==> src/hw/rtl/lbp_pkg.sv <==
// Shared types, constants and elaboration-time mapping tables for the LBP code block.
package lbp_pkg;

    localparam int DEF_NEIGHBOURS  = 8;
    localparam int DEF_SAMPLE_BITS = 16;
    localparam int FIELD_BITS      = 16;
    localparam int CODE_BITS       = 8;
    localparam int LUT_DEPTH       = 256;

    typedef enum logic [1:0] {
        STYLE_RAW     = 2'd0,
        STYLE_UNIFORM = 2'd1,
        STYLE_ROT     = 2'd2,
        STYLE_RIU2    = 2'd3
    } style_t;

    typedef struct packed {
        logic [FIELD_BITS-1:0] center_sample;
        logic [FIELD_BITS-1:0] neighbour_0;
        logic [FIELD_BITS-1:0] neighbour_1;
        logic [FIELD_BITS-1:0] neighbour_2;
        logic [FIELD_BITS-1:0] neighbour_3;
        logic [FIELD_BITS-1:0] neighbour_4;
        logic [FIELD_BITS-1:0] neighbour_5;
        logic [FIELD_BITS-1:0] neighbour_6;
        logic [FIELD_BITS-1:0] neighbour_7;
    } lbp_in_t;

    typedef struct packed {
        logic [7:0] raw_code;
        logic [7:0] mapped_bin;
        logic [8:0] bin_total;
    } lbp_out_t;

    typedef logic [7:0] bin_lut_t [LUT_DEPTH];

    // Circular left rotate over p bits
    function automatic int rot_left(input int v, input int p);
        int mask;
        int r;
        mask = (1 << p) - 1;
        r = v & mask;
        return ((r << 1) | (r >> (p - 1))) & mask;
    endfunction

    function automatic int ones_count(input int v);
        int n;
        n = 0;
        for (int i = 0; i < 32; i++)
        begin
            n = n + ((v >> i) & 1);
        end
        return n;
    endfunction

    // At most two circular 0/1 transitions
    function automatic bit is_uniform(input int v, input int p);
        return ones_count(v ^ rot_left(v, p)) <= 2;
    endfunction

    function automatic int min_rotation(input int v, input int p);
        int r;
        int m;
        r = v & ((1 << p) - 1);
        m = r;
        for (int j = 1; j < p; j++)
        begin
            r = rot_left(r, p);
            if (r < m)
                m = r;
        end
        return m;
    endfunction

    // Bin of every code under one style; codes at or above 2^p never occur
    function automatic bin_lut_t build_lut(input int p, input style_t style);
        bin_lut_t lut;
        int       below [LUT_DEPTH + 1];
        int       cnt;
        int       val;
        // Running count of class representatives (rotation style)
        below[0] = 0;
        for (int c = 0; c < LUT_DEPTH; c++)
        begin
            below[c + 1] = below[c] + ((c < (1 << p) && min_rotation(c, p) == c) ? 1 : 0);
        end
        cnt = 0;
        for (int c = 0; c < LUT_DEPTH; c++)
        begin
            val = 0;
            if (c < (1 << p))
            begin
                case (style)
                    STYLE_RAW:     val = c;
                    STYLE_UNIFORM:
                    begin
                        if (is_uniform(c, p))
                        begin
                            val = cnt;
                            cnt = cnt + 1;
                        end
                        else
                            val = p * (p - 1) + 2;
                    end
                    STYLE_ROT:     val = below[min_rotation(c, p)];
                    default:       val = is_uniform(c, p) ? ones_count(c) : p + 1;
                endcase
            end
            lut[c] = 8'(val);
        end
        return lut;
    endfunction

    // Number of bins a style produces for p neighbours
    function automatic logic [8:0] bin_count(input int p, input style_t style);
        int n;
        n = 0;
        case (style)
            STYLE_RAW:     n = 1 << p;
            STYLE_UNIFORM: n = p * (p - 1) + 3;
            STYLE_ROT:
            begin
                for (int c = 0; c < (1 << p); c++)
                begin
                    if (min_rotation(c, p) == c)
                        n = n + 1;
                end
            end
            default:       n = p + 2;
        endcase
        return 9'(n);
    endfunction

endpackage

==> src/hw/rtl/lbp_code_with_pattern_mapping.sv <==
// Top level: style register, compare and map stages, output register.
//
//   channel | signals                        | direction
//   --------+--------------------------------+-------------------------------
//   in      | in_valid, in_ready, in_data    | center and neighbour samples
//   out     | out_valid, out_ready, out_data | raw code, bin, bin count
//   cfg     | cfg_valid, cfg_ready, cfg_data | pattern style write
//
// One request per cycle while out_ready holds, through three register stages
// (compare, table lookup, output register); a result is offered once it has
// passed the compare and lookup registers into the output register.
// Reset empties all three stages and sets the style to rotation invariant.
// Each stage holds its request while the next is full and blocked; ready
// back to the input is the chained stage ready.
module lbp_code_with_pattern_mapping #(
    parameter int NEIGHBOURS  = lbp_pkg::DEF_NEIGHBOURS,
    parameter int SAMPLE_BITS = lbp_pkg::DEF_SAMPLE_BITS
) (
    input  logic              clk,
    input  logic              rst_n,
    input  logic              in_valid,
    output logic              in_ready,
    input  lbp_pkg::lbp_in_t  in_data,
    output logic              out_valid,
    input  logic              out_ready,
    output lbp_pkg::lbp_out_t out_data,
    input  logic              cfg_valid,
    output logic              cfg_ready,
    input  logic [1:0]        cfg_data
);
    import lbp_pkg::*;

    style_t               style_reg;
    logic                 code_valid;
    logic                 code_ready;
    logic [CODE_BITS-1:0] code;
    logic                 map_valid;
    logic                 map_ready;
    lbp_out_t             map_data;
    logic                 out_valid_reg;
    lbp_out_t             out_reg;

    // Style register, always writable
    assign cfg_ready = 1'b1;

    always_ff @(posedge clk or negedge rst_n)
    begin
        if (!rst_n)
            style_reg <= STYLE_ROT;
        else if (cfg_valid)
            style_reg <= style_t'(cfg_data);
    end

    lbp_compare #(
        .NEIGHBOURS  (NEIGHBOURS),
        .SAMPLE_BITS (SAMPLE_BITS)
    ) u_compare (
        .clk        (clk),
        .rst_n      (rst_n),
        .in_valid   (in_valid),
        .in_ready   (in_ready),
        .in_data    (in_data),
        .code_valid (code_valid),
        .code_ready (code_ready),
        .code       (code)
    );

    lbp_map #(
        .NEIGHBOURS (NEIGHBOURS)
    ) u_map (
        .clk        (clk),
        .rst_n      (rst_n),
        .style      (style_reg),
        .code_valid (code_valid),
        .code_ready (code_ready),
        .code       (code),
        .map_valid  (map_valid),
        .map_ready  (map_ready),
        .map_data   (map_data)
    );

    // Output register
    assign map_ready = !out_valid_reg || out_ready;
    assign out_valid = out_valid_reg;
    assign out_data  = out_reg;

    always_ff @(posedge clk or negedge rst_n)
    begin
        if (!rst_n)
            out_valid_reg <= 1'b0;
        else if (map_ready)
            out_valid_reg <= map_valid;
    end

    always_ff @(posedge clk)
    begin
        if (map_valid && map_ready)
            out_reg <= map_data;
    end

endmodule

==> src/hw/rtl/lbp_compare.sv <==
// Stage 1: neighbour versus center comparison into the raw code.
module lbp_compare #(
    parameter int NEIGHBOURS  = lbp_pkg::DEF_NEIGHBOURS,
    parameter int SAMPLE_BITS = lbp_pkg::DEF_SAMPLE_BITS
) (
    input  logic                   clk,
    input  logic                   rst_n,
    input  logic                   in_valid,
    output logic                   in_ready,
    input  lbp_pkg::lbp_in_t       in_data,
    output logic                   code_valid,
    input  logic                   code_ready,
    output logic [lbp_pkg::CODE_BITS-1:0] code
);
    import lbp_pkg::*;

    // Compare only the low sample bits that fit in a field
    localparam int CMP_BITS = (SAMPLE_BITS < FIELD_BITS) ? SAMPLE_BITS : FIELD_BITS;

    logic [CMP_BITS-1:0]  nb [CODE_BITS];
    logic [CMP_BITS-1:0]  ctr;
    logic [CODE_BITS-1:0] code_next;
    logic [CODE_BITS-1:0] code_reg;
    logic                 valid_reg;
    logic                 load;

    assign ctr   = in_data.center_sample[CMP_BITS-1:0];
    assign nb[0] = in_data.neighbour_0[CMP_BITS-1:0];
    assign nb[1] = in_data.neighbour_1[CMP_BITS-1:0];
    assign nb[2] = in_data.neighbour_2[CMP_BITS-1:0];
    assign nb[3] = in_data.neighbour_3[CMP_BITS-1:0];
    assign nb[4] = in_data.neighbour_4[CMP_BITS-1:0];
    assign nb[5] = in_data.neighbour_5[CMP_BITS-1:0];
    assign nb[6] = in_data.neighbour_6[CMP_BITS-1:0];
    assign nb[7] = in_data.neighbour_7[CMP_BITS-1:0];

    // Strictly greater sets the bit; unused neighbours stay clear
    always_comb
    begin
        for (int n = 0; n < CODE_BITS; n++)
        begin
            code_next[n] = (n < NEIGHBOURS) && (nb[n] > ctr);
        end
    end

    assign in_ready   = !valid_reg || code_ready;
    assign load       = in_valid && in_ready;
    assign code_valid = valid_reg;
    assign code       = code_reg;

    always_ff @(posedge clk or negedge rst_n)
    begin
        if (!rst_n)
            valid_reg <= 1'b0;
        else if (in_ready)
            valid_reg <= in_valid;
    end

    always_ff @(posedge clk)
    begin
        if (load)
            code_reg <= code_next;
    end

endmodule

==> src/hw/rtl/lbp_map.sv <==
// Stage 2: table lookup of the bin and bin count for the selected style.
module lbp_map #(
    parameter int NEIGHBOURS = lbp_pkg::DEF_NEIGHBOURS
) (
    input  logic                          clk,
    input  logic                          rst_n,
    input  lbp_pkg::style_t               style,
    input  logic                          code_valid,
    output logic                          code_ready,
    input  logic [lbp_pkg::CODE_BITS-1:0] code,
    output logic                          map_valid,
    input  logic                          map_ready,
    output lbp_pkg::lbp_out_t             map_data
);
    import lbp_pkg::*;

    localparam bin_lut_t   LUT_UNI  = build_lut(NEIGHBOURS, STYLE_UNIFORM);
    localparam bin_lut_t   LUT_ROT  = build_lut(NEIGHBOURS, STYLE_ROT);
    localparam bin_lut_t   LUT_RIU2 = build_lut(NEIGHBOURS, STYLE_RIU2);
    localparam logic [8:0] TOT_RAW  = bin_count(NEIGHBOURS, STYLE_RAW);
    localparam logic [8:0] TOT_UNI  = bin_count(NEIGHBOURS, STYLE_UNIFORM);
    localparam logic [8:0] TOT_ROT  = bin_count(NEIGHBOURS, STYLE_ROT);
    localparam logic [8:0] TOT_RIU2 = bin_count(NEIGHBOURS, STYLE_RIU2);

    lbp_out_t map_next;
    lbp_out_t map_reg;
    logic     valid_reg;
    logic     load;

    // Style select over the lookups
    always_comb
    begin
        map_next.raw_code = code;
        case (style)
            STYLE_RAW:
            begin
                map_next.mapped_bin = code;
                map_next.bin_total  = TOT_RAW;
            end
            STYLE_UNIFORM:
            begin
                map_next.mapped_bin = LUT_UNI[code];
                map_next.bin_total  = TOT_UNI;
            end
            STYLE_ROT:
            begin
                map_next.mapped_bin = LUT_ROT[code];
                map_next.bin_total  = TOT_ROT;
            end
            default:
            begin
                map_next.mapped_bin = LUT_RIU2[code];
                map_next.bin_total  = TOT_RIU2;
            end
        endcase
    end

    assign code_ready = !valid_reg || map_ready;
    assign load       = code_valid && code_ready;
    assign map_valid  = valid_reg;
    assign map_data   = map_reg;

    always_ff @(posedge clk or negedge rst_n)
    begin
        if (!rst_n)
            valid_reg <= 1'b0;
        else if (code_ready)
            valid_reg <= code_valid;
    end

    always_ff @(posedge clk)
    begin
        if (load)
            map_reg <= map_next;
    end

endmodule
==> config.mk <==
export PLATFORM = sky130hd
export DESIGN_NAME = lbp_code_with_pattern_mapping
export DESIGN_NICKNAME = d
export VERILOG_FILES = /design/src/hw/rtl/lbp_pkg.sv /design/src/hw/rtl/lbp_code_with_pattern_mapping.sv /design/src/hw/rtl/lbp_compare.sv /design/src/hw/rtl/lbp_map.sv
export SDC_FILE = /design/constraint.sdc
export NUM_CORES = 1
export LEC_CHECK = 0
export BUFFER_PORTS_ARGS = -buffer_cell sky130_fd_sc_hd__buf_2
export CORE_MARGIN = 1.5
export CORE_UTILIZATION = 35
export CTS_CLUSTER_DIAMETER = 150
export CTS_CLUSTER_SIZE = 25
export DETAILED_ROUTE_END_ITERATION = 16
export PLACE_DENSITY = 0.58
export SLEW_MARGIN = 20
export SYNTH_ARGS = -nofsm -noshare
export SYNTH_HDL_FRONTEND = slang
export SYNTH_HIERARCHICAL = 1
export SYNTH_SLANG_ARGS = --single-unit
export TNS_END_PERCENT = 1
==> constraint.sdc <==
create_clock -name clk -period 7.2 [get_ports clk]
set_input_delay 0.36 -clock clk [delete_from_list [all_inputs] [get_ports clk]]
set_output_delay 0.36 -clock clk [all_outputs]
set_load 0.005 [all_outputs]
==> results of run 1 <==
==> final timing paths <==
path | cells after the start | slack (ps) | to
max in group asynchronous | 2 | 6600 | style_reg[1]$_DFFE_PN1P_
min in group asynchronous | 2 | 380 | out_valid$_DFFE_PN0P_
hold reg to reg | 0 | 410 | out_data[24]$_DFFE_PP_
setup / recovery | 10 | 3630 | u_map/map_data[10]$_DFFE_PP_
setup reg to reg | 10 | 3630 | u_map/map_data[10]$_DFFE_PP_
hold / removal | 2 | 250 | u_compare/code_valid$_DFFE_PN0N_
==> stage by stage <==
step,setup slack [ps],cells,hold WS [ps]
after floorplan,4260,1020,64.4
after global placement,3830,1447,191
after detailed placement,3760,1447,196
after CTS,3750,1464,246
after global routing,3480,1465,260
final,3630,1465,254
==> synthesized netlist by cell type (all sizes together), types with 10 or more instances <==
cell type | count | share of area
a21oi | 114 | 0.068
a21o | 10 | 0.0090
nor3 | 13 | 0.0078
inv | 37 | 0.017
o21ai | 64 | 0.038
buf | 47 | 0.034
nor2b | 25 | 0.019
clkbuf | 32 | 0.014
a311oi | 13 | 0.014
nor2 | 63 | 0.029
o311ai | 11 | 0.012
a211oi | 17 | 0.015
and2 | 18 | 0.013
nand2b | 25 | 0.020
edfxtp | 54 | 0.19
ha | 153 | 0.23
o31a | 11 | 0.012
o211ai | 21 | 0.019
o22ai | 12 | 0.0090
nand3 | 32 | 0.019
nand4 | 27 | 0.020
nand2 | 79 | 0.036
==> worst register-to-register path, stage by stage, from the launching register on <==
cell	delay [ps]
edfxtp_1	320
buf_4	340
inv_1	290
ha_1	910
inv_1	290
o21ai_0	230
a211oi_1	60
o41ai_1	340
a31oi_1	100
a211o_1	320
a32oi_1	200
==> layout make-up <==
class / instances / area [um^2]
Tap cell: 319 / 399
Clock inverter: 5 / 77.6
Clock buffer: 11 / 233
Timing Repair Buffer: 188 / 983
Multi-Input combinational cell: 845 / 6080
Inverter: 37 / 139
Antenna cell: 1 / 2.50
Sequential cell: 59 / 1750
Fill cell: 2411 / 13800
==> kinds of logic after synthesis <==
family	after synthesis
buffers and inverters	116
xor gates and xnor gates	1
adders and majority gates	153
AOI/OAI and AO/OA	362
muxes	15
and+or+nand+nor	311
DFF	59
other	2
==> power groups by stage <==
| stage | Clock (mW) | Sequential (mW) | Combinational [mW] |
|---|---|---|---|
| after global routing | 0.478 | 0.446 | 0.766 |
| after floorplan | 0 | 0.452 | 0.457 |
| final | 0.451 | 0.442 | 0.705 |
| after global placement | 0 | 0.448 | 0.678 |
| after detailed placement | 0 | 0.450 | 0.675 |
| after CTS | 0.462 | 0.443 | 0.680 |
==> per-layer routing <==
metal,global-route usage,share of wire
met5,0,0.00032
met4,0.103,0.045
met3,0.0774,0.12
met2,0.408,0.44
met1,0.314,0.39
==> impl_results.md, run 1 <==
- Gp weighted congestion: ~0.99
- # setup viols final: 0
- Final Hold Fails: 0
- Hold Crit Class: in -> reg
- EDFF count, synth: 54
- Worst R2R Start: u_compare/code[1]$_DFFE_PP_
- Critical-path cell list: buf_4 > inv_1 > ha_1 > inv_1 > o21ai_0 > a211oi_1 > o41ai_1 > a31oi_1 > a211o_1 > a32oi_1
- Syn. warnings: 6
- Netlist cell types: 74
- GRT Util Overall: 0.253
- Rows: 56
- Max reg flops: 25
- Starting Density: 0.356
- Status: complete, no violations
- Crit-path most repeated cell: inv_1
- Post-route cell area: a little under 10000 um^2
- Slew headroom: 0.328
- WS Path Type: reg -> reg
- CP top delay family: compound AO/OA/AOI/OAI gates
- Skew final: roughly 10 ps
- Crit. End Element: register
- Placed inst area: about 9300 um^2
- Multiplexer share of the synthesized area: 0.0229
- Io pins: around 180
- Synthesized flop and latch total: 59
- Post-CTS Setup Inserts: 0
- Avg WL per Cell: 21.3 um
- Slew Limit Fails: 0
- Most common flop cell mapped by yosys: edfxtp_1
- Largest net degree at the start of global routing: between 100 and 150
- Switching power: between 0.6 and 0.7 mW
- CP required: roughly 7400 ps
- Layout cell share with drive strength beyond 1: 0.196
- Core ar.: ~23000 um^2
- Drt drc: 0
- Synth Instances: between 1000 and 1500
- Post-layout minimum cycle time: roughly 3600 ps
- GR Overflow Total: 0
- Clk_lat worst skew: around 330 ps
- Simple logic cell fraction of the synthesized area: 0.188
- Area of the die: about 25000 um^2
- Die X: 158 um
- Total number of vias: ~9000
- Final net count: 1444
- Total clock sinks: 59
- Final Cycle Share: 0.496
- Synth Area in Compound Gates: 0.284
- Hold_sp: in_valid
- Post-synthesis adder-cell area fraction: 0.229
- RSZ-0062 raised after global routing: false
- Antenna viol nets, final: 0
- Area delta synth->final: 15.5%
- Setup TNS: 0 ps
- Reg power frac: 0.276
- PortBufs: ~180
- Vias in the first global route: 8698
- Most frequent cells in the layout: buf_2 (177), ha_1 (153), a21oi_1 (114)
- Cell Area, Synth: approximately 8400 um^2
- Critical path origin: u_compare/code[1]$_DFFE_PP_
- Die Y: about 160 um
- Mean Syn Cell Area: roughly 8.2 um^2
- DP Wirelength: approximately 23 mm
- Detailed Route Iter0 Violations: between 1000 and 1500
- Max clock buf depth: 2
- Largest family of logic cells by synthesized area: compound AO/OA/AOI/OAI gates
- Fmax: between 200 and 300 MHz
- Most common cell after layout, fill and taps aside: buf_2
- Overall routed net length: roughly 31 mm
- Cts hold-fix bufs: 1
- Arrival time at the worst endpoint: approximately 3700 ps
- Peak VDD IR: 116 uV
- Sequential area share after synthesis: 0.209
- Leak: approximately 4.1 nW
- Tot Pwr: 1.60 mW
- First drt pass iteration count: 8
- Async set or reset register ratio after synthesis: 0.0847
- Slowest cell delay on critical path: approximately 900 ps
- Slowest library cell on the worst path: ha_1
- Vias per cell: between 6 and 7
- Worst-path clk slew: approximately 60 ps
- P_int: ~0.98 mW
- Antenna violations before repair: 3
- Slew @ Worst Pin: slightly above 1000 ps
- Max-cap violations: 0
- Final core utilization: 0.412
- TritonCTS clock tree: done
- Sw Ratio: 0.386
- Global-route wire length before repair: between 40 and 50 mm
- CP bufs+invs: 3
- Clk root buf: clkbuf_16
- Worst Setup Start Kind: register
- Power Dens Cells: roughly 170 nW/um^2
- Max FO, Critical Path: 29
- Clock share of power: 0.282
- H-tree levels: 3
- Post-cts sizing count: 0
- Comb power frac: 0.441
- XOR/XNOR Fraction of Synth Area: 0.00105
- Clock buffer count from CTS: 9
Power figures use the tool's default switching activity.
==> run 2, diff against run 1 <==
==> constraint.sdc (replaced) <==
create_clock -name clk -period 3.6 [get_ports clk]
set_input_delay 0.18 -clock clk [delete_from_list [all_inputs] [get_ports clk]]
set_output_delay 0.18 -clock clk [all_outputs]
set_load 0.005 [all_outputs]
==> run 2 against run 1 <==
Critical path type unchanged; hold slack worse by 210 ps; fmax grew 15%; flip-flop and latch count stayed put; sequential power increased by 100%; combinational power up 110%.
==> impl_results.md, run 2 (synthesized netlist as in run 1, its figures left out) <==
- Total number of vias: 9076 (was 8969)
- Overall routed net length: 31.9 mm (was 31.2 mm)
- Antenna viol nets, final: 0 (unchanged)
- Total clock sinks: 59 (unchanged)
- Max clock buf depth: 2 (unchanged)
- Io pins: 179 (unchanged)
- RR Endpoint: u_map/map_data[10]$_DFFE_PP_ (unchanged)
- Finished Layout Cells: 1497 (was 1465)
- Final Hold Fails: 0 (unchanged)
- Die Y: 158 um (unchanged)
- Area of the die: 24800 um^2 (unchanged)
- Drt drc: 0 (unchanged)
- Status: complete, no violations (unchanged)
- Final core utilization: 0.425 (was 0.412)
- Vias in the first global route: 8584 (was 8698)
- CP required: 3770 ps (was 7370 ps)
- Detailed Route Iter0 Violations: 883 (was 1280)
- Hold Path End: u_compare/code_valid$_DFFE_PN0N_ (unchanged)
- Slowest cell delay on critical path: 690 ps (was 910 ps)
- Largest net degree at the start of global routing: 78 (was 109)
- Slew @ Worst Pin: 1030 ps (was 1010 ps)
- Vias per cell: 6.06 (was 6.12)
- # diodes: 0 (was 1)
- GRT Util Overall: 0.258 (was 0.253)
- Slowest library cell on the worst path: ha_1 (unchanged)
- Final net count: 1477 (was 1444)
- Max reg flops: 25 (unchanged)
- Leak: 4.29 nW (was 4.09 nW)
- Clk_lat worst skew: 340 ps (was 330 ps)
- TritonCTS clock tree: done (unchanged)
- DP Wirelength: 24.7 mm (was 22.7 mm)
- Slew Limit Fails: 0 (unchanged)
- FF-to-FF path depth: 9 (was 10)
- Skew final: 5.85 ps (was 10.3 ps)
- PortBufs: 177 (unchanged)
- Clock buffer count from CTS: 9 (unchanged)
- Core ar.: 23500 um^2 (unchanged)
- Final Cycle Share: 0.865 (was 0.496)
- H-tree levels: 3 (unchanged)
- Placed inst area: 9610 um^2 (was 9330 um^2)
- Most common cell after layout, fill and taps aside: buf_2 (unchanged)
- Final WS setup: 485 ps (was 3630 ps)
- CP bufs+invs: 1 (was 3)
- RSZ-0062 raised after global routing: false (unchanged)
- Antenna violations before repair: 2 (was 3)
- Global-route wire length before repair: 48.9 mm (was 48.6 mm)
- Arrival time at the worst endpoint: 3290 ps (was 3740 ps)
- Max FO, Critical Path: 17 (was 29)
- Critical path origin: u_compare/code[0]$_DFFE_PP_ (was u_compare/code[1]$_DFFE_PP_)
- Max-cap violations: 0 (unchanged)
- Worst Setup Start Kind: register (unchanged)
- Die X: 158 um (unchanged)
- Crit. End Element: register (unchanged)
- Reg2reg setup slack: 480 ps (was 3630 ps)
- Clk root buf: clkbuf_16 (unchanged)
- Hold WS: 42.9 ps (was 254 ps)
- Slew headroom: 0.311 (was 0.328)
- Power Dens Cells: 337 nW/um^2 (was 165 nW/um^2)
- Post-layout minimum cycle time: 3120 ps (was 3570 ps)
- Worst R2R Start: u_compare/code[0]$_DFFE_PP_ (was u_compare/code[1]$_DFFE_PP_)
- Area delta synth->final: 19.2% (was 15.5%)
- Post-route cell area: 9970 um^2 (was 9660 um^2)
- Fmax: 321 MHz (was 280 MHz)
- Peak VDD IR: 249 uV (was 116 uV)
- Hold depth: 2 (unchanged)
- Critical-path cell list: buf_4 > ha_1 > nand2_1 > o21ai_0 > a21oi_1 > o41ai_1 > a31oi_1 > a211o_1 > a32oi_1 (was buf_4 > inv_1 > ha_1 > inv_1 > o21ai_0 > a211oi_1 > o41ai_1 > a31oi_1 > a211o_1 > a32oi_1)
- GR Overflow Total: 0 (unchanged)
- Hold_sp: in_valid (unchanged)
- Hold Crit Class: in -> reg (unchanged)
- Setup TNS: 0 ps (unchanged)
- Gp weighted congestion: 0.986 (was 0.985)
- Setup Slack @ Placement: 601 ps (was 3760 ps)
- Tot Pwr: 3.36 mW (was 1.60 mW)
- Post-CTS Setup Inserts: 0 (unchanged)
- Placed Cells: 1480 (was 1447)
- Avg WL per Cell: 21.3 um (about the same)
- WS Path Type: reg -> reg (unchanged)
- Worst-path clk slew: 50 ps (was 60 ps)
- Post-cts sizing count: 0 (unchanged)
- CP top delay family: compound AO/OA/AOI/OAI gates (unchanged)
- Most frequent cells in the layout: buf_2 (177), ha_1 (153), a21oi_1 (114) (unchanged)
- Starting Density: 0.356 (unchanged)
- Rows: 56 (unchanged)
- Layout cell share with drive strength beyond 1: 0.219 (was 0.196)
- # setup viols final: 0 (unchanged)
- First drt pass iteration count: 7 (was 8)
run 2: layer usage:
metal / track usage / up-vias / routed length [um]
met3: 0.0661 / 116 / 3390
met2: 0.421 / 635 / 14500
met1: 0.315 / 4099 / 12600
li1: - / 4224 / -
met5: 0 / - / 12
met4: 0.130 / 2 / 1490
run 2: worst max path at each step:
stage | end | slack [ps] | cells past startpoint
floorplan | u_map/map_data[11]$_DFFE_PP_ | 660 | 11
global placement | u_map/map_data[10]$_DFFE_PP_ | 610 | 7
detailed placement | u_map/map_data[13]$_DFFE_PP_ | 600 | 10
CTS | u_map/map_data[13]$_DFFE_PP_ | 590 | 10
global route | u_map/map_data[13]$_DFFE_PP_ | 290 | 10
finish | u_map/map_data[10]$_DFFE_PP_ | 480 | 9
run 2: worst register-to-register path: cells and delay by family (launching register included):
| kind | cells | cell delay [ps] |
|---|---|---|
| compound gates | 6 | 1470 |
| fa+ha+maj | 1 | 690 |
| flops | 1 | 330 |
| buf+inv | 1 | 250 |
| simple gates | 1 | 220 |
run 2: layout make-up:
cell class,count,area (um^2)
clock buffer,10,239
clock inverter,6,113
fill,2418,13500
inverter,37,139
multi-input combinational,845,6080
sequential,59,1750
tap,319,399
timing repair buffer,221,1260
run 2: power breakdown:
| group | switching, mW | total [mW] | leakage [nW] | internal [mW] |
|---|---|---|---|---|
| clock network | 0.306 | 1.00 | 0.173 | 0.695 |
| registers | 0.0408 | 0.899 | 0.582 | 0.858 |
| logic | 0.913 | 1.46 | 3.53 | 0.551 |
| total | 1.26 | 3.36 | 4.29 | 2.10 |
run 2: what timing repair did:
item / CTS / global route
endpoints found under the setup margin: 0 / 0
hold buffers: 1 / 0
endpoints found under the hold margin: 5 / 0
